**src/bpcd_pkg.sv**
```systemverilog
// Shared types, constants and compare helpers for the bottleneck path column unit.
// No dependencies; used by bpcd_front, bpcd_cell and bottleneck_path_column_dp_unit.
package bpcd_pkg;

    localparam int ROWS_MAX   = 64;
    localparam int VALUE_W    = 32;
    localparam int ROW_W      = (ROWS_MAX > 1) ? $clog2(ROWS_MAX) : 1;
    localparam int ROWS_W     = $clog2(ROWS_MAX + 1);
    localparam int CFG_ROWS_W = 7;
    localparam int APB_AW     = 3;
    localparam int APB_DW     = 32;

    // Register index taken from paddr above the byte offset.
    localparam logic [APB_AW-3:0] REG_ROWS_IDX = '0;
    localparam logic [CFG_ROWS_W-1:0] ROWS_RESET = CFG_ROWS_W'(64);

    typedef logic signed [VALUE_W-1:0] t_value;

    localparam t_value INT_MIN = {1'b1, {(VALUE_W-1){1'b0}}};

    // One element in flight along the chain.
    typedef struct packed {
        logic             valid;
        t_value           value;
        logic [ROW_W-1:0] row;
        logic             first;   // element belongs to the first column
        logic             below;   // a row below exists in this matrix
        logic             last;
        t_value           cmax;    // running column maximum once worked
    } t_item;

    // What a cell shows to its neighbours.
    typedef struct packed {
        t_value val;     // stored entry
        t_value old;     // entry before its latest write
        t_value cmax;    // column maximum after its latest write
        logic   wr;      // cell writes this cycle unless the chain holds
        t_value nf_val;  // value being written, computed without forwarding
    } t_nbr;

    localparam t_nbr NBR_IDLE = '0;

    function automatic t_value smax(input t_value a, input t_value b);
        return (a > b) ? a : b;
    endfunction

    function automatic t_value smin(input t_value a, input t_value b);
        return (a > b) ? b : a;
    endfunction

endpackage

```
**src/bpcd_cell.sv**
```systemverilog
// One cell of the chain: stage register for the passing element plus the stored
// previous-column entry of its own row. Depends on bpcd_pkg.
module bpcd_cell (
    input  logic                        i_clk,
    input  logic                        i_rst_n,
    input  logic                        i_en,
    input  logic [bpcd_pkg::ROW_W-1:0]  i_index,
    input  bpcd_pkg::t_item             i_item,
    input  bpcd_pkg::t_nbr              i_above,
    input  bpcd_pkg::t_nbr              i_below,
    output bpcd_pkg::t_item             o_item,
    output bpcd_pkg::t_nbr              o_nbr
);

    bpcd_pkg::t_item  r_item;
    bpcd_pkg::t_value r_val;
    bpcd_pkg::t_value r_old;
    bpcd_pkg::t_value r_cmax;

    logic             act;
    bpcd_pkg::t_value best_base;
    bpcd_pkg::t_value below_eff;
    bpcd_pkg::t_value best;
    bpcd_pkg::t_value best_nf;
    bpcd_pkg::t_value cell_v;
    bpcd_pkg::t_value cell_nf;
    bpcd_pkg::t_value cmax_new;

    always_comb begin
        act = r_item.valid && (r_item.row == i_index);

        best_base = r_val;
        if (r_item.row != '0) begin
            best_base = bpcd_pkg::smax(best_base, i_above.old);
        end

        // take the neighbour's new entry when it is written in this same cycle
        below_eff = i_below.wr ? i_below.nf_val : i_below.val;
        best      = r_item.below ? bpcd_pkg::smax(best_base, below_eff) : best_base;
        best_nf   = r_item.below ? bpcd_pkg::smax(best_base, i_below.val) : best_base;

        cell_v  = r_item.first ? r_item.value : bpcd_pkg::smin(best, r_item.value);
        cell_nf = r_item.first ? r_item.value : bpcd_pkg::smin(best_nf, r_item.value);

        cmax_new = (r_item.row == '0) ? cell_v : bpcd_pkg::smax(i_above.cmax, cell_v);

        o_item = r_item;
        if (act) begin
            o_item.cmax = cmax_new;
        end

        o_nbr.val    = r_val;
        o_nbr.old    = r_old;
        o_nbr.cmax   = r_cmax;
        o_nbr.wr     = act;
        o_nbr.nf_val = cell_nf;
    end

    always_ff @(posedge i_clk) begin
        if (!i_rst_n) begin
            r_item.valid <= 1'b0;
        end else if (i_en) begin
            r_item <= i_item;
        end
    end

    always_ff @(posedge i_clk) begin
        if (i_en && act) begin
            r_val  <= cell_v;
            r_old  <= r_val;
            r_cmax <= cmax_new;
        end
    end

`ifndef NO_ASSERTIONS
    a_first_column_store: assert property (@(posedge i_clk) disable iff (!i_rst_n)
        (i_en && act && r_item.first) |=> (r_val == $past(r_item.value)))
        else $error("first-column element not stored as it arrived");
`endif

endmodule

```
**config.mk**
```make
export PLATFORM = sky130hd
export DESIGN_NAME = bpcd_cell
export DESIGN_NICKNAME = d
export VERILOG_FILES = /design/src/bpcd_pkg.sv /design/src/bpcd_cell.sv
export SDC_FILE = /design/constraint.sdc
export NUM_CORES = 1
export LEC_CHECK = 0
export BUFFER_PORTS_ARGS = -buffer_cell sky130_fd_sc_hd__buf_2
export CAP_MARGIN = 20
export CORE_AREA = 5 5 247 249
export CTS_BUF_LIST = sky130_fd_sc_hd__clkbuf_8
export DETAILED_ROUTE_END_ITERATION = 10
export DIE_AREA = 0 0 252 254
export SLEW_MARGIN = 25
export SYNTH_ARGS = -nofsm -noshare
export SYNTH_HDL_FRONTEND = slang
export SYNTH_SLANG_ARGS = --single-unit
export TNS_END_PERCENT = 20
```
**constraint.sdc**
```tcl
create_clock -name i_clk -period 11.86 [get_ports i_clk]
set_input_delay 1.186 -clock i_clk [delete_from_list [all_inputs] [get_ports i_clk]]
set_output_delay 1.186 -clock i_clk [all_outputs]
set_load 0.01 [all_outputs]
```
==> run_results.csv <==
group,metric,value,unit
sta,fmax,87.5,MHz
route,via_per_inst,5.09,
pwr,peakVddDrop,0.0797,mV
route,drt_iter0_markers,1043,
cells_and_area,drive_above_1_share,36.4,%
placement,gp_congestion,0.943,
sta,relSlewSlack,47.1,%
die,die_area,64000,sq um
cells_and_area,fin_util,33.6,%
cts,hold_buffers,0,
grt,gr-usage-all-layers,20.0,%
sta,tightest_slew,0.793,ns
synth,synth-edff-count,169,
cts,clock_latency,0.58,ns
synth,ys.flop_type,"edfxtp_1",
die,initial_core_util,24.7,%
synth,syn_inst,1564,
placement,hpwl,55.9,mm
sta,finalHoldViolCount,0,
synth,seq_area_frac_synth,35.3,%
setup_path,worst_ep_arrival_time,10.25,ns
pwr,p_comb_share,49.5,%
cts,clkSinkCount,170,
setup_path,max_stage_delay,0.54,ns
setup_path,critPathRequiredTime,10.67,ns
die,num_io_pins,544,
cts,h-tree-depth,4,
die,die_h,254,um
cts,cts_tree,"done",
route,vias,14729,
sta,setup_viol,0,
cells_and_area,final_cell_mix,"buf_2, buf_4, ha_1",
cells_and_area,layoutNonFillerInstCount,2894,
synth,syn_nets,2097,
pwr,power_frac_clock,19.9,%
placement,io_buffers,414,
cells_and_area,area_growth_syn_to_layout,36.1,%
setup_path,crit_top_cell,"buf_4",
die,die_x,252,um
route,post-route-drc-count,0,
grt,first_global_vias,14537,
placement,dp.cells,2844,
pwr,swShare,40.6,%
cts,cts_buffers,17,
setup_path,regToRegSetupSlack,2.19,ns
grt,grt_start_max_net_pins,57,
setup_path,end_kind,"output pin",
sta,finClkSkew,0.0272,ns
synth,yosysUniqueCellTypes,61,
die,rows,89,
worst_hold_path,min_path_type,"reg -> reg",
pwr,cellLeakagePower,0.00950,uW
grt,grt_pass1_wl,94.7,mm
synth,synth_area_per_cell,9.23,sq um
pwr,power.internal,1390,uW
route,wirelength,67.2,mm
setup_path,critPathKind,"in -> out",
run,max_cap_viol_count,0,
setup_path,cp-start-kind,"primary input",
pwr,net-switching-power,950,uW
synth,synth_warnings,0,
pwr,pwr-share-seq,30.7,%
pwr,p_per_area,119,nW/um^2
sta,final_max_slew_viol_count,0,
setup_path,crit_fanout,16,
cts,clk_pin_slew,0.11,ns
cells_and_area,final_common_cell,"buf_2",
run_status,status,"finished clean",
sta,setup_tns,0,ns
synth,async_flop_share,0,%
route,ant_nets,0,
die,core_area,58500,sq um
sta,finalCritPeriodShare,96.4,%
grt,gr-total-overflow,0,
grt,antenna_found_initial,8,
sta,holdWs,0.558,ns
setup_path,slowest_stage,"or4b_4",
cts,cts_root_buf,"clkbuf_8",
cells_and_area,fin_nets,2635,
cts,cts_buffer_depth,2,
route,avgRoutedWirePerCell,23.2,um
synth,syn_area,14400,sq um
sta,period_minus_slack,11.43,ns
synth,ys_ff_latch,170,
route,firstDrtPassIters,6,
-- logic make-up after synthesis --
group	share of synthesized area [%]
AND/OR/NAND/NOR	15.5
AO/OA/AOI/OAI	19.0
multiplexers	4.79
adder cells (fa/ha/maj)	16.6
flip-flops	35.3
XOR/XNOR	0.364
buffers and inverters	8.36
-- stage by stage --
step / instance area (sq um) / power [uW] / setup slack, ns
5_1_grt: 19600 / 2480 / -0.0231
3_3_place_gp: 18700 / 1810 / -0.0509
2_1_floorplan: 14400 / 1330 / 0.900
3_5_place_dp: 18700 / 1830 / -0.219
6_report: 19600 / 2340 / 0.427
4_1_cts: 19200 / 2320 / 0.00135
-- cell usage after synthesis, drive strengths merged (10+ instances only) --
| cell type | instances | area [sq um] |
|---|---|---|
| a21oi | 88 | 440 |
| a211o | 64 | 561 |
| mux2 | 33 | 372 |
| a211oi | 11 | 82.6 |
| and3 | 33 | 206 |
| buf | 74 | 498 |
| o21ai | 60 | 300 |
| nand2 | 103 | 387 |
| mux2i | 32 | 320 |
| nor2b | 10 | 62.6 |
| nor2 | 113 | 427 |
| ha | 192 | 2400 |
| nor3 | 44 | 231 |
| clkbuf | 53 | 199 |
| nor4 | 36 | 225 |
| nand4 | 32 | 200 |
| edfxtp | 169 | 5070 |
| a31oi | 67 | 419 |
| o31ai | 33 | 248 |
| nand3 | 56 | 280 |
| a21o | 47 | 353 |
| inv | 136 | 510 |
-- critical path: cells and delay by family --
family          cells  cell delay [ns]
buf+inv            14             2.11
simple gates       14             2.68
compound gates     13             3.13
fa+ha+maj           4             1.11
-- worst paths after layout --
path,depth (start not counted),from,end
max,45,i_above[76],o_item[8]
min,2,o_item[73],o_item[73]
max reg2reg,42,r_val[17],r_cmax[10]
min reg2reg,2,o_item[73],o_item[73]
-- flip-flops by register name, summed over array words and instances, names as in the netlist --
register,cells
r_old,32
r_item,32
o_item,42
r_cmax,32
r_val,32
-- layout make-up --
type                    instances  area, sq um
diodes                          6         15.0
clock buffers                  18          248
clock inverters                14          165
fillers                      6098        38800
inverters                     136          510
multi-input cells            1133         8630
flip-flops and latches        170         5090
well taps                     773          967
repair buffers                644         4020
-- timing repair --
item / CTS / global route
pin swaps: 0 / 16
resized for setup: 13 / 69
cloned: 0 / 3
endpoints found under the setup margin: 32 / 32
setup buffers: 0 / 9
-- power groups by stage --
stage	clock, uW	sequential, uW	combinational, uW
3_3_place_gp	0	732	1080
2_1_floorplan	0	724	604
3_5_place_dp	0	732	1100
6_report	465	718	1160
5_1_grt	505	720	1260
4_1_cts	487	719	1110
-- routing by layer --
| metal | track usage, % | share of wire, % | wire length, um | vias to the layer above |
|---|---|---|---|---|
| met5 | 0 | 0.051 | 34 | - |
| met4 | 6.75 | 3.0 | 1990 | 4 |
| met3 | 5.81 | 7.5 | 5030 | 89 |
| met2 | 30.2 | 43 | 29100 | 520 |
| met1 | 27.5 | 46 | 31000 | 7162 |
| li1 | - | - | - | 6954 |
Note: power is estimated with default switching activity, not from simulation.
