==> src/bpcd_pkg.sv <==
// Shared types, constants and compare helpers for the bottleneck path column unit.
// No dependencies; used by bpcd_front, bpcd_cell and bottleneck_path_column_dp_unit.
package bpcd_pkg;

    localparam int ROWS_MAX   = 64;
    localparam int VALUE_W    = 32;
    localparam int ROW_W      = (ROWS_MAX > 1) ? $clog2(ROWS_MAX) : 1;
    localparam int ROWS_W     = $clog2(ROWS_MAX + 1);
    localparam int CFG_ROWS_W = 7;
    localparam int APB_AW     = 3;
    localparam int APB_DW     = 32;

    // Register index taken from paddr above the byte offset.
    localparam logic [APB_AW-3:0] REG_ROWS_IDX = '0;
    localparam logic [CFG_ROWS_W-1:0] ROWS_RESET = CFG_ROWS_W'(64);

    typedef logic signed [VALUE_W-1:0] t_value;

    localparam t_value INT_MIN = {1'b1, {(VALUE_W-1){1'b0}}};

    // One element in flight along the chain.
    typedef struct packed {
        logic             valid;
        t_value           value;
        logic [ROW_W-1:0] row;
        logic             first;   // element belongs to the first column
        logic             below;   // a row below exists in this matrix
        logic             last;
        t_value           cmax;    // running column maximum once worked
    } t_item;

    // What a cell shows to its neighbours.
    typedef struct packed {
        t_value val;     // stored entry
        t_value old;     // entry before its latest write
        t_value cmax;    // column maximum after its latest write
        logic   wr;      // cell writes this cycle unless the chain holds
        t_value nf_val;  // value being written, computed without forwarding
    } t_nbr;

    localparam t_nbr NBR_IDLE = '0;

    function automatic t_value smax(input t_value a, input t_value b);
        return (a > b) ? a : b;
    endfunction

    function automatic t_value smin(input t_value a, input t_value b);
        return (a > b) ? b : a;
    endfunction

endpackage

==> src/bpcd_front.sv <==
// Row sequencer: tracks row index and first-column state, tags each element.
// Depends on bpcd_pkg.
module bpcd_front (
    input  logic                               i_clk,
    input  logic                               i_rst_n,
    input  logic [bpcd_pkg::CFG_ROWS_W-1:0]    i_rows_cfg,
    input  logic                               i_accept,
    input  bpcd_pkg::t_value                   i_value,
    input  logic                               i_start,
    input  logic                               i_last,
    output bpcd_pkg::t_item                    o_item
);

    logic [bpcd_pkg::ROW_W-1:0]  r_row_idx;
    logic                        r_first;
    logic [bpcd_pkg::ROW_W-1:0]  n_row_idx;
    logic                        n_first;

    logic [bpcd_pkg::ROWS_W-1:0] rows_eff;
    logic [bpcd_pkg::ROW_W-1:0]  idx_s;
    logic                        first_s;
    logic [bpcd_pkg::ROW_W-1:0]  row;
    logic                        first;
    logic [bpcd_pkg::ROWS_W-1:0] row_next;
    logic                        has_below;

    always_comb begin
        if (i_rows_cfg == '0) begin
            rows_eff = bpcd_pkg::ROWS_W'(1);
        end else if (int'(i_rows_cfg) > bpcd_pkg::ROWS_MAX) begin
            rows_eff = bpcd_pkg::ROWS_W'(bpcd_pkg::ROWS_MAX);
        end else begin
            rows_eff = bpcd_pkg::ROWS_W'(i_rows_cfg);
        end

        idx_s   = i_start ? '0 : r_row_idx;
        first_s = i_start ? 1'b1 : r_first;

        // index past the row count closes the column
        if (bpcd_pkg::ROWS_W'(idx_s) >= rows_eff) begin
            row   = '0;
            first = 1'b0;
        end else begin
            row   = idx_s;
            first = first_s;
        end

        row_next  = bpcd_pkg::ROWS_W'(row) + bpcd_pkg::ROWS_W'(1);
        has_below = (row_next < rows_eff);

        if (i_last) begin
            n_row_idx = '0;
            n_first   = 1'b1;
        end else if (!has_below) begin
            n_row_idx = '0;
            n_first   = 1'b0;
        end else begin
            n_row_idx = row_next[bpcd_pkg::ROW_W-1:0];
            n_first   = first;
        end

        o_item.valid = i_accept;
        o_item.value = i_value;
        o_item.row   = row;
        o_item.first = first;
        o_item.below = has_below;
        o_item.last  = i_last;
        o_item.cmax  = bpcd_pkg::INT_MIN;
    end

    always_ff @(posedge i_clk) begin
        if (!i_rst_n) begin
            r_row_idx <= '0;
            r_first   <= 1'b1;
        end else if (i_accept) begin
            r_row_idx <= n_row_idx;
            r_first   <= n_first;
        end
    end

`ifndef NO_ASSERTIONS
    a_restart_after_last: assert property (@(posedge i_clk) disable iff (!i_rst_n)
        (i_accept && i_last) |=> (r_row_idx == '0 && r_first))
        else $error("row sequencer did not restart after the final element");

    a_row_advance: assert property (@(posedge i_clk) disable iff (!i_rst_n)
        (i_accept && !i_last && has_below) |=>
            (bpcd_pkg::ROWS_W'(r_row_idx) == $past(row_next)))
        else $error("row index did not advance by one");
`endif

endmodule

==> config.mk <==
export PLATFORM = sky130hd
export DESIGN_NAME = bpcd_front
export DESIGN_NICKNAME = d
export VERILOG_FILES = /design/src/bpcd_pkg.sv /design/src/bpcd_front.sv
export SDC_FILE = /design/constraint.sdc
export NUM_CORES = 1
export LEC_CHECK = 0
export BUFFER_PORTS_ARGS = -buffer_cell sky130_fd_sc_hd__buf_2
export CORE_ASPECT_RATIO = 1.5
export CORE_UTILIZATION = 38
export DETAILED_ROUTE_END_ITERATION = 6
export GPL_TIMING_DRIVEN = 0
export PLACE_DENSITY = 0.82
export SYNTH_ARGS = -nofsm -noshare
export SYNTH_HDL_FRONTEND = slang
export SYNTH_SLANG_ARGS = --single-unit
==> constraint.sdc <==
create_clock -name i_clk -period 9.4 [get_ports i_clk]
set_input_delay 2.35 -clock i_clk [delete_from_list [all_inputs] [get_ports i_clk]]
set_output_delay 2.35 -clock i_clk [all_outputs]
set_load 0.01 [all_outputs]
==> flow_metrics.py, run 1 <==
metrics = {
    "run_status": {
        "run_status": "completed",
    },
    "run": {
        "max_cap_viol_count": 0,
    },
    "setup_path": {
        "endpoint_kind": "output port",
        "worst_ep_required_time_ns": 7.05,
        "startpoint": "i_start",
        "cpPeakStageDelay_ns": 0.40,
        "timing.rr.start": "r_row_idx[0]$_SDFFE_PN0P_",
        "critPathArrivalTime_ns": 6.54,
        "crit_end": "o_item[33]",
        "start_kind": "input port",
        "r2r_cells": 17,
        "worstSetupPathType": "input port to output port",
        "regToRegEndpoint": "r_row_idx[0]$_SDFFE_PN0P_",
        "slowest_stage": "clkbuf_1",
        "rrSetupSlack_ns": 5.11,
        "path_cells": "buf_2, clkbuf_1, nor2b_1, ha_1, a21o_1, a21oi_1, o22ai_4, buf_2, nor3b_1, ha_1, nand3_1, xor2_1, nor3_1, ha_1, a211oi_1, nor2_1, nand4b_1, o31ai_4, buf_4, buf_2",
        "crit_fanout": 10,
    },
    "synth": {
        "synth_top_family_by_area": "buffers and inverters",
        "synth-compound-area-share": 0.134,
        "synthMuxAreaShare": 0,
        "yosys.area_share.simple": 0.206,
        "syn_area_per_cell_um2": 7.96,
        "synth-seq-area-share": 0.105,
        "ys_ff_latch": 7,
        "yosysWarnings": 0,
        "yosys.cell_types.count": 41,
        "syn_area_um2": 1340,
        "synth_cells": 168,
        "synth_xor_area_frac": 0.0262,
        "synthAdderAreaFrac": 0.122,
    },
    "routing": {
        "met2WireLength_um": 1450,
        "drc": 0,
        "drt-total-wl_um": 2780,
        "drt-vias-per-instance": 4.25,
        "wire_per_inst_um": 9.35,
        "drt-met1-wl_um": 900,
        "route.antenna.remaining_nets": 0,
        "maxUsedRoutingLayer": "met4",
        "drt_first_pass_iters": 6,
        "drtIter0Drc": 7,
        "met3_wirelength_um": 375,
        "num_vias": 1261,
    },
    "placement": {
        "hpwl_um": 2530,
        "port-buffer-count": 53,
        "place.gp.congestion": 0.842,
        "pre_cts_ws_ns": 0.497,
        "dp.cells": 293,
    },
    "clocking": {
        "numCtsBuffers": 3,
        "cts_tree": "built",
        "h-tree-depth": 1,
        "post_cts_buffers": 0,
        "cts_hold_buffers": 0,
        "clk_pin_slew_ns": 0.04,
        "clock-root-buffer": "clkbuf_8",
        "cts_resized": 0,
        "clock_latency_ns": 0.23,
        "clock_path_buffers": 2,
        "clock_sinks": 7,
    },
    "finish": {
        "stdcell_count": 297,
        "fin_nets": 313,
        "layout_common_cells": "68 x buf_4, 54 x buf_2, 32 x conb_1",
        "area_growth_syn_to_layout_pct": 35.5,
        "antenna_cells": 0,
        "final_common_cell": "buf_4",
        "drive_above_1_share": 0.525,
    },
    "timing": {
        "fin_crit_ns": 8.89,
        "setup_viol": 0,
        "final_max_slew_viol_count": 0,
        "rsz0062_at_grt": "false",
        "clock_skew_ns": 0.00220,
        "max_freq_mhz": 112,
        "fin_crit_sh": 0.946,
        "tns_ns": 0,
        "finalHoldViolCount": 0,
        "fin_ws_ns": 0.506,
    },
    "min_path": {
        "min_path_cells": 2,
        "min_path_type": "register to register",
        "hp-start": "r_first$_SDFFE_PN1P_",
    },
    "floorplan": {
        "die_y_um": 74.7,
        "fp.dieW_um": 50.4,
        "die_area_um2": 3770,
        "initial_core_util": 0.395,
        "num_io_pins": 118,
        "design.core.area_um2": 3380,
        "rows": 26,
    },
    "global_route": {
        "antenna_found_initial": 0,
        "grt_remaining_overflow": 0,
        "grt_pass1_wl_um": 4070,
        "grt_pass1_vias": 1039,
        "grt_usage": 0.142,
        "grt_start_max_net_pins": 11,
    },
    "pwr": {
        "p_per_area_nw_per_um2": 71.7,
        "leakagePower_nw": 1.05,
        "vdd_drop_max_v": 0.0000627,
    },
}
[synthesized netlist by cell type]
library cell | instances | area share
nor4_1 | 1 | 0.0047
nand2_2 | 1 | 0.0047
a21o_1 | 1 | 0.0056
nor2b_1 | 9 | 0.042
or4_1 | 1 | 0.0056
inv_1 | 5 | 0.014
conb_1 | 2 | 0.0056
a211oi_1 | 1 | 0.0056
o41ai_2 | 2 | 0.024
o31ai_4 | 1 | 0.016
nand3_1 | 3 | 0.011
nor3b_2 | 1 | 0.0094
and3_1 | 1 | 0.0047
nand2b_1 | 2 | 0.0094
nand2_1 | 11 | 0.031
buf_4 | 68 | 0.38
o21ai_0 | 1 | 0.0037
nand4b_1 | 1 | 0.0065
a32oi_1 | 2 | 0.013
o21ai_2 | 1 | 0.0065
and2_1 | 2 | 0.0094
or3_1 | 1 | 0.0047
nor2_2 | 1 | 0.0047
and4_1 | 1 | 0.0065
ha_1 | 13 | 0.12
buf_2 | 1 | 0.0037
a32o_1 | 1 | 0.0075
dfxtp_1 | 7 | 0.10
nor2_1 | 6 | 0.017
xor2_1 | 4 | 0.026
nor3b_1 | 2 | 0.011
o22ai_4 | 1 | 0.015
nand4_1 | 1 | 0.0047
a211oi_2 | 1 | 0.0094
a22o_1 | 1 | 0.0065
nor3_1 | 3 | 0.011
and4b_1 | 1 | 0.0075
a21oi_1 | 2 | 0.0075
clkbuf_1 | 1 | 0.0028
a21boi_1 | 1 | 0.0056
o21ai_1 | 2 | 0.0075
[power by group]
| part | internal, W | switching, W |
|---|---|---|
| logic | 0.0000304 | 0.0000266 |
| clock network | 0.0000293 | 0.0000129 |
| registers | 0.0000303 | 0.000000400 |
[routing by layer]
layer,GRT usage,vias up
li1,-,641
met1,0.122,512
met2,0.298,102
met3,0.0283,6
met4,0.0741,0
met5,0,-
[per-stage QoR]
step	power (W)	instance area, µm²	hold WS (ns)	utilization
floorplan	0.0000741	1450	0.424	-
global placement	0.0000873	1770	0.435	0.523
detailed placement	0.0000879	1770	0.441	0.523
CTS	0.000131	1810	0.447	0.536
global route	0.000137	1810	0.470	0.536
finish	0.000130	1810	0.451	0.536
[final cells by class]
class	count	area (µm²)
inverter	5	18.8
sequential	7	140
clock buffer	4	45.0
buffer	70	519
multi-input combinational	116	772
timing repair buffer	53	265
fill	346	1570
tap	42	52.6
[critical path: cells and delay by family]
| kind | cells | cell delay (ns) |
|---|---|---|
| buf+inv | 5 | 1.03 |
| simple gates | 6 | 0.92 |
| xor+xnor | 1 | 0.22 |
| fa+ha+maj | 3 | 0.93 |
| compound gates | 5 | 1.09 |
[worst min-delay path by stage]
stage,end
4_1_cts,r_first$_SDFFE_PN1P_
5_1_grt,r_first$_SDFFE_PN1P_
3_5_place_dp,r_first$_SDFFE_PN1P_
2_1_floorplan,r_first$_SDFFE_PN1P_
6_report,r_first$_SDFFE_PN1P_
3_3_place_gp,r_first$_SDFFE_PN1P_
[registers in the layout, indices dropped and copies added (netlist names)]
signal / flops
r_row_idx: 6
r_first: 1
[logic make-up (layout without fill, tap and decap cells)]
family                   Yosys count  in the layout
buffers and inverters             75            132
AND/OR/NAND/NOR                   49             49
AO/OA/AOI/OAI                     18             18
adder cells (fa/ha/maj)           13             13
flip-flops                         7              7
XOR/XNOR                           4              4
other                              2             32
Power figures use the tool's default switching activity.
==> run 2, diff against run 1 <==
ABC_AREA = 1   (was default)
CORE_UTILIZATION = 39   (was 38)
==> flow_metrics.py, run 2 <==
metrics = {
    "synth": {
        "yosysTopAreaCellShare": 0.363,
        "ys_top_cells_by_count": "68 x buf_4, 39 x nand2_1, 26 x inv_1, 14 x nor2_1, 13 x ha_1",
        "syn_area_um2": 1410,
        "synth_top_family_by_area": "buffers and inverters",
        "synth_ff_type": "dfxtp_1",
        "yosysTopAreaCell": "buf_4",
        "synthAdderAreaFrac": 0.116,
        "ys_top_cells_by_area": "buf_4 36%, ha_1 12%, nand2_1 10%",
        "synthMuxAreaShare": 0,
        "synth-compound-area-share": 0.0898,
        "yosys.cell_types.count": 23,
        "synth-seq-area-share": 0.0996,
        "yosys.area_share.simple": 0.244,
        "ys_ff_latch": 7,
        "synth_xor_area_frac": 0.00622,
        "async_reset_ff_frac": 0,
        "syn_area_per_cell_um2": 6.67,
        "synth_cells": 211,
        "yosysWarnings": 0,
        "yosysMostFrequentCell": "buf_4",
        "synth-edff-count": 0,
    },
    "clocking": {
        "cts_tree": "built",
        "post_cts_buffers": 0,
        "cts_resized": 0,
        "numCtsBuffers": 3,
        "clk_pin_slew_ns": 0.04,
        "clock_latency_ns": 0.22,
        "clock_sinks": 7,
        "clock_path_buffers": 2,
        "cts_hold_buffers": 0,
        "h-tree-depth": 1,
        "clock-root-buffer": "clkbuf_8",
    },
    "pwr": {
        "switching_share": 0.301,
        "vdd_drop_max_v": 0.0000736,
        "leakagePower_nw": 1.17,
        "power.internal_w": 0.0000902,
        "sequentialPowerShare": 0.238,
        "p_clk_frac": 0.309,
        "netSwitchingPower_w": 0.0000389,
        "p_per_area_nw_per_um2": 68.6,
        "combPwrFrac": 0.453,
    },
    "finish": {
        "regMostFlops": "r_row_idx",
        "final_common_cell": "buf_4",
        "nFillCells": 378,
        "fin_nets": 356,
        "multi_input_area_um2": 761,
        "drive_above_1_share": 0.473,
        "antenna_cells": 0,
        "seq_area_um2": 140,
        "final_core_util": 0.551,
        "area_growth_syn_to_layout_pct": 33.8,
        "largest_register_ffs": 6,
        "top_regs": "r_row_idx x6, r_first x1",
        "layout_common_cells": "68 x buf_4, 53 x buf_2, 39 x nand2_1",
    },
    "global_route": {
        "grt_remaining_overflow": 0,
        "grt_pass1_vias": 1088,
        "grt_pass1_wl_um": 4070,
        "grt_usage": 0.138,
        "grt_start_max_net_pins": 9,
        "antenna_found_initial": 0,
    },
    "timing": {
        "hold_slack_ns": 0.465,
        "fin_crit_ns": 8.11,
        "tns_ns": 0,
        "setup_viol": 0,
        "finalHoldViolCount": 0,
        "max_freq_mhz": 123,
        "final_max_slew_viol_count": 0,
        "rsz0062_at_grt": "false",
        "clock_skew_ns": 0.000471,
        "fin_crit_sh": 0.863,
    },
    "routing": {
        "drc": 0,
        "drt_first_pass_iters": 4,
        "wire_per_inst_um": 8.27,
        "num_vias": 1374,
        "route.antenna.remaining_nets": 0,
        "drt-total-wl_um": 2810,
        "drt-vias-per-instance": 4.04,
        "drtIter0Drc": 14,
    },
    "floorplan": {
        "initial_core_util": 0.412,
        "num_io_pins": 118,
        "die_y_um": 75.6,
        "fp.dieW_um": 51.1,
        "design.core.area_um2": 3420,
        "rows": 26,
        "die_area_um2": 3860,
    },
    "setup_path": {
        "r2r_cells": 25,
        "endpoint_kind": "output port",
        "crit_path_frequent_cell": "nand2_1",
        "worst_ep_required_time_ns": 7.05,
        "crit_fanout": 7,
        "critPathArrivalTime_ns": 5.76,
        "worstSetupPathType": "input port to output port",
        "slowest_stage": "a211oi_4",
        "regToRegEndpoint": "r_first$_SDFFE_PN1P_",
        "rrSetupSlack_ns": 6.04,
        "cpPeakStageDelay_ns": 0.31,
        "start_kind": "input port",
        "timing.rr.start": "r_row_idx[0]$_SDFFE_PN0P_",
    },
    "min_path": {
        "min_to": "r_row_idx[0]$_SDFFE_PN0P_",
        "min_path_type": "register to register",
        "hp-start": "r_row_idx[0]$_SDFFE_PN0P_",
        "min_path_cells": 2,
    },
    "placement": {
        "hpwl_um": 2630,
        "port-buffer-count": 53,
        "place.gp.congestion": 0.819,
    },
    "run_status": {
        "run_status": "completed",
    },
    "run": {
        "max_cap_viol_count": 0,
    },
}
-- run 2: cell types whose count changed in the layout (fill, tap and decap cells not counted), moves of 3 or more --
cell	previous run	this run
a21oi_1	2	10
nor2b_1	9	0
nand4_1	1	7
inv_1	5	26
inv_2	0	3
nor2_1	6	14
nand2_1	11	39
xor2_1	4	1
-- run 2: worst max-delay path by stage --
stage          slack (ns)          to          start  cells past startpoint
2_1_floorplan        1.79  o_item[33]  i_rows_cfg[4]                     23
5_1_grt              0.89  o_item[33]  i_rows_cfg[2]                     25
3_3_place_gp         1.36  o_item[33]  i_rows_cfg[4]                     25
4_1_cts              1.28  o_item[33]  i_rows_cfg[2]                     25
6_report             1.29  o_item[33]  i_rows_cfg[2]                     25
3_5_place_dp         1.29  o_item[33]  i_rows_cfg[2]                     25
-- run 2: logic make-up (layout without fill, tap and decap cells) --
kind of cell    after synthesis  count (layout)
simple gates                 74              74
xor+xnor                      1               1
compound gates               17              17
fa+ha+maj                    13              13
buf+inv                      97             154
other cells                   2              32
flops                         7               7
-- run 2: power groups by stage --
stage          sequential, W  clock (W)  combinational, W
2_1_floorplan      0.0000311          0         0.0000448
3_3_place_gp       0.0000312          0         0.0000575
3_5_place_dp       0.0000312          0         0.0000584
4_1_cts            0.0000307  0.0000413         0.0000585
5_1_grt            0.0000308  0.0000428         0.0000646
6_report           0.0000307  0.0000399         0.0000585
-- run 2: layout make-up --
| type | count | share of cell area |
|---|---|---|
| multi-input cells | 137 | 0.404 |
| plain buffers | 68 | 0.271 |
| repair buffers | 53 | 0.141 |
| flip-flops and latches | 7 | 0.0744 |
| inverters | 29 | 0.0578 |
| well taps | 42 | 0.0279 |
| clock buffers | 4 | 0.0239 |
-- run 2: critical path, delay by kind of cell --
family | cells | cell delay, ns
buf+inv | 6 | 0.47
simple gates | 13 | 1.51
fa+ha+maj | 3 | 0.80
compound gates | 3 | 0.62
-- run 2: per-stage QoR --
stage	cells	power (W)	setup WS [ns]	cell area (µm²)
final	340	0.000129	1.29	1880
after global routing	340	0.000138	0.889	1880
after detailed placement	336	0.0000896	1.29	1840
after CTS	340	0.000131	1.28	1880
after floorplan	241	0.0000759	1.79	1520
after global placement	336	0.0000887	1.36	1840
-- run 2: per-layer routing --
metal	routed length (µm)	share of wire	GRT usage	vias to the layer above
li1	-	-	-	732
met1	889	0.32	0.115	550
met2	1560	0.55	0.307	90
met3	353	0.13	0.0140	2
met4	12	0.0043	0.0648	0
met5	0	0	0	-
==> run 3, diff against run 2 <==
BUFFER_PORTS_ARGS = -buffer_cell sky130_fd_sc_hd__buf_4   (was -buffer_cell sky130_fd_sc_hd__buf_2)
==> flow_metrics.py, run 3 (synthesis results as in run 2) <==
metrics = {
    "min_path": {
        "min_path_cells": 2,
        "min_to": "r_row_idx[5]$_SDFFE_PN0P_",
        "min_path_type": "register to register",
        "hp-start": "r_row_idx[5]$_SDFFE_PN0P_",
    },
    "finish": {
        "nFillCells": 332,
        "design_area_um2": 2020,
        "regMostFlops": "r_row_idx",
        "layout_common_cells": "121 x buf_4, 39 x nand2_1, 32 x conb_1",
        "fin_nets": 356,
        "final_common_cell": "buf_4",
        "drive_above_1_share": 0.477,
        "top_regs": "r_row_idx x6, r_first x1",
        "largest_register_ffs": 6,
        "antenna_cells": 0,
        "area_growth_syn_to_layout_pct": 43.3,
    },
    "placement": {
        "place.gp.congestion": 0.815,
        "hpwl_um": 2660,
        "port-buffer-count": 53,
        "dpl_cell_area_um2": 1970,
    },
    "timing": {
        "final_max_slew_viol_count": 0,
        "setup_viol": 0,
        "finalHoldViolCount": 0,
        "clock_skew_ns": 0.000305,
        "fin_crit_sh": 0.862,
        "hold_slack_ns": 0.461,
        "max_freq_mhz": 123,
        "tns_ns": 0,
        "rsz0062_at_grt": "false",
        "fin_crit_ns": 8.10,
    },
    "global_route": {
        "antenna_found_initial": 0,
        "grt_remaining_overflow": 0,
        "grt_start_max_net_pins": 9,
        "grt_pass1_wl_um": 4210,
        "grt_pass1_vias": 1113,
        "grt_usage": 0.142,
    },
    "run_status": {
        "run_status": "completed",
    },
    "floorplan": {
        "initial_core_util": 0.412,
        "rows": 26,
        "design.core.area_um2": 3420,
        "die_area_um2": 3860,
        "fp.dieW_um": 51.1,
        "num_io_pins": 118,
        "die_y_um": 75.6,
    },
    "clocking": {
        "cts_tree": "built",
        "numCtsBuffers": 3,
        "post_cts_buffers": 0,
        "cts_resized": 0,
        "clock-root-buffer": "clkbuf_8",
        "clk_pin_slew_ns": 0.04,
        "cts_hold_buffers": 0,
        "clock_latency_ns": 0.23,
        "clock_sinks": 7,
        "clock_path_buffers": 2,
        "h-tree-depth": 1,
    },
    "setup_path": {
        "rrSetupSlack_ns": 6.02,
        "timing.rr.start": "r_row_idx[0]$_SDFFE_PN0P_",
        "crit_fanout": 7,
        "worst_ep_required_time_ns": 7.05,
        "regToRegEndpoint": "r_first$_SDFFE_PN1P_",
        "critPathArrivalTime_ns": 5.75,
        "endpoint_kind": "output port",
        "worstSetupPathType": "input port to output port",
        "r2r_cells": 25,
        "start_kind": "input port",
    },
    "routing": {
        "drt_first_pass_iters": 4,
        "num_vias": 1410,
        "route.antenna.remaining_nets": 0,
        "drc": 0,
        "drtIter0Drc": 9,
        "wire_per_inst_um": 8.39,
        "drt-vias-per-instance": 4.15,
        "drt-total-wl_um": 2850,
    },
    "pwr": {
        "p_per_area_nw_per_um2": 67.9,
        "vdd_drop_max_v": 0.0000742,
        "leakagePower_nw": 1.21,
    },
    "run": {
        "max_cap_viol_count": 0,
    },
}
==> run 3: cell types whose count changed in the layout (fill, tap and decap cells not counted) <==
cell / change
clkinv_2: +1
buf_4: +53
buf_2: -53
clkbuf_1: -1
==> run 3: cell type report <==
class / instances / area (µm²) / area share
Timing Repair Buffer: 53 / 398 / 0.197
Buffer: 68 / 510 / 0.253
Tap cell: 42 / 52.6 / 0.0261
Clock inverter: 1 / 5.00 / 0.00248
Clock buffer: 3 / 41.3 / 0.0205
Multi-Input combinational cell: 137 / 761 / 0.377
Inverter: 29 / 109 / 0.0540
Sequential cell: 7 / 140 / 0.0695
==> run 3: how the worst max path moves through the flow <==
stage | to | slack [ns] | from
finish | o_item[33] | 1.30 | i_rows_cfg[2]
global route | o_item[33] | 0.90 | i_rows_cfg[2]
CTS | o_item[33] | 1.29 | i_rows_cfg[4]
detailed placement | o_item[33] | 1.30 | i_rows_cfg[4]
global placement | o_item[33] | 1.37 | i_rows_cfg[4]
floorplan | o_item[33] | 1.79 | i_rows_cfg[4]
==> run 3: worst max-delay path: stages <==
cell and delay, ns:
buf_4 0.11, nor2_1 0.13, nand3_1 0.09, nand2_1 0.15
nand2_1 0.13, ha_1 0.31, a21oi_1 0.14, nand2_1 0.07
nand2_1 0.13, nand2_2 0.12, nor2_1 0.16, ha_1 0.20
inv_1 0.05, nor2_1 0.17, nand3_1 0.12, nand2_1 0.10
inv_2 0.04, ha_1 0.30, a21oi_1 0.13, nor2_1 0.08
a211oi_4 0.31, nand2_2 0.11, inv_1 0.06, buf_4 0.09
buf_4 0.10
==> run 3: layer usage <==
metal	track usage	part of all wire	vias up
met1	0.114	0.29	571
met3	0.0160	0.14	9
met4	0.0926	0.032	0
li1	-	-	730
met2	0.308	0.54	100
met5	0	0	-
==> run 3: metrics by stage <==
stage / setup slack (ns) / power (W) / std cells / util
after floorplan: 1.79 / 0.0000759 / 241 / -
after global placement: 1.37 / 0.0000949 / 336 / 0.577
after detailed placement: 1.30 / 0.0000957 / 336 / 0.577
after CTS: 1.29 / 0.000139 / 340 / 0.590
after global routing: 0.898 / 0.000146 / 340 / 0.590
final: 1.30 / 0.000137 / 340 / 0.590
==> run 3: where the power goes <==
group / switching [W] / internal [W]
sequential: 0.000000271 / 0.0000304
clock: 0.0000128 / 0.0000287
combinational: 0.0000284 / 0.0000363
total: 0.0000416 / 0.0000954
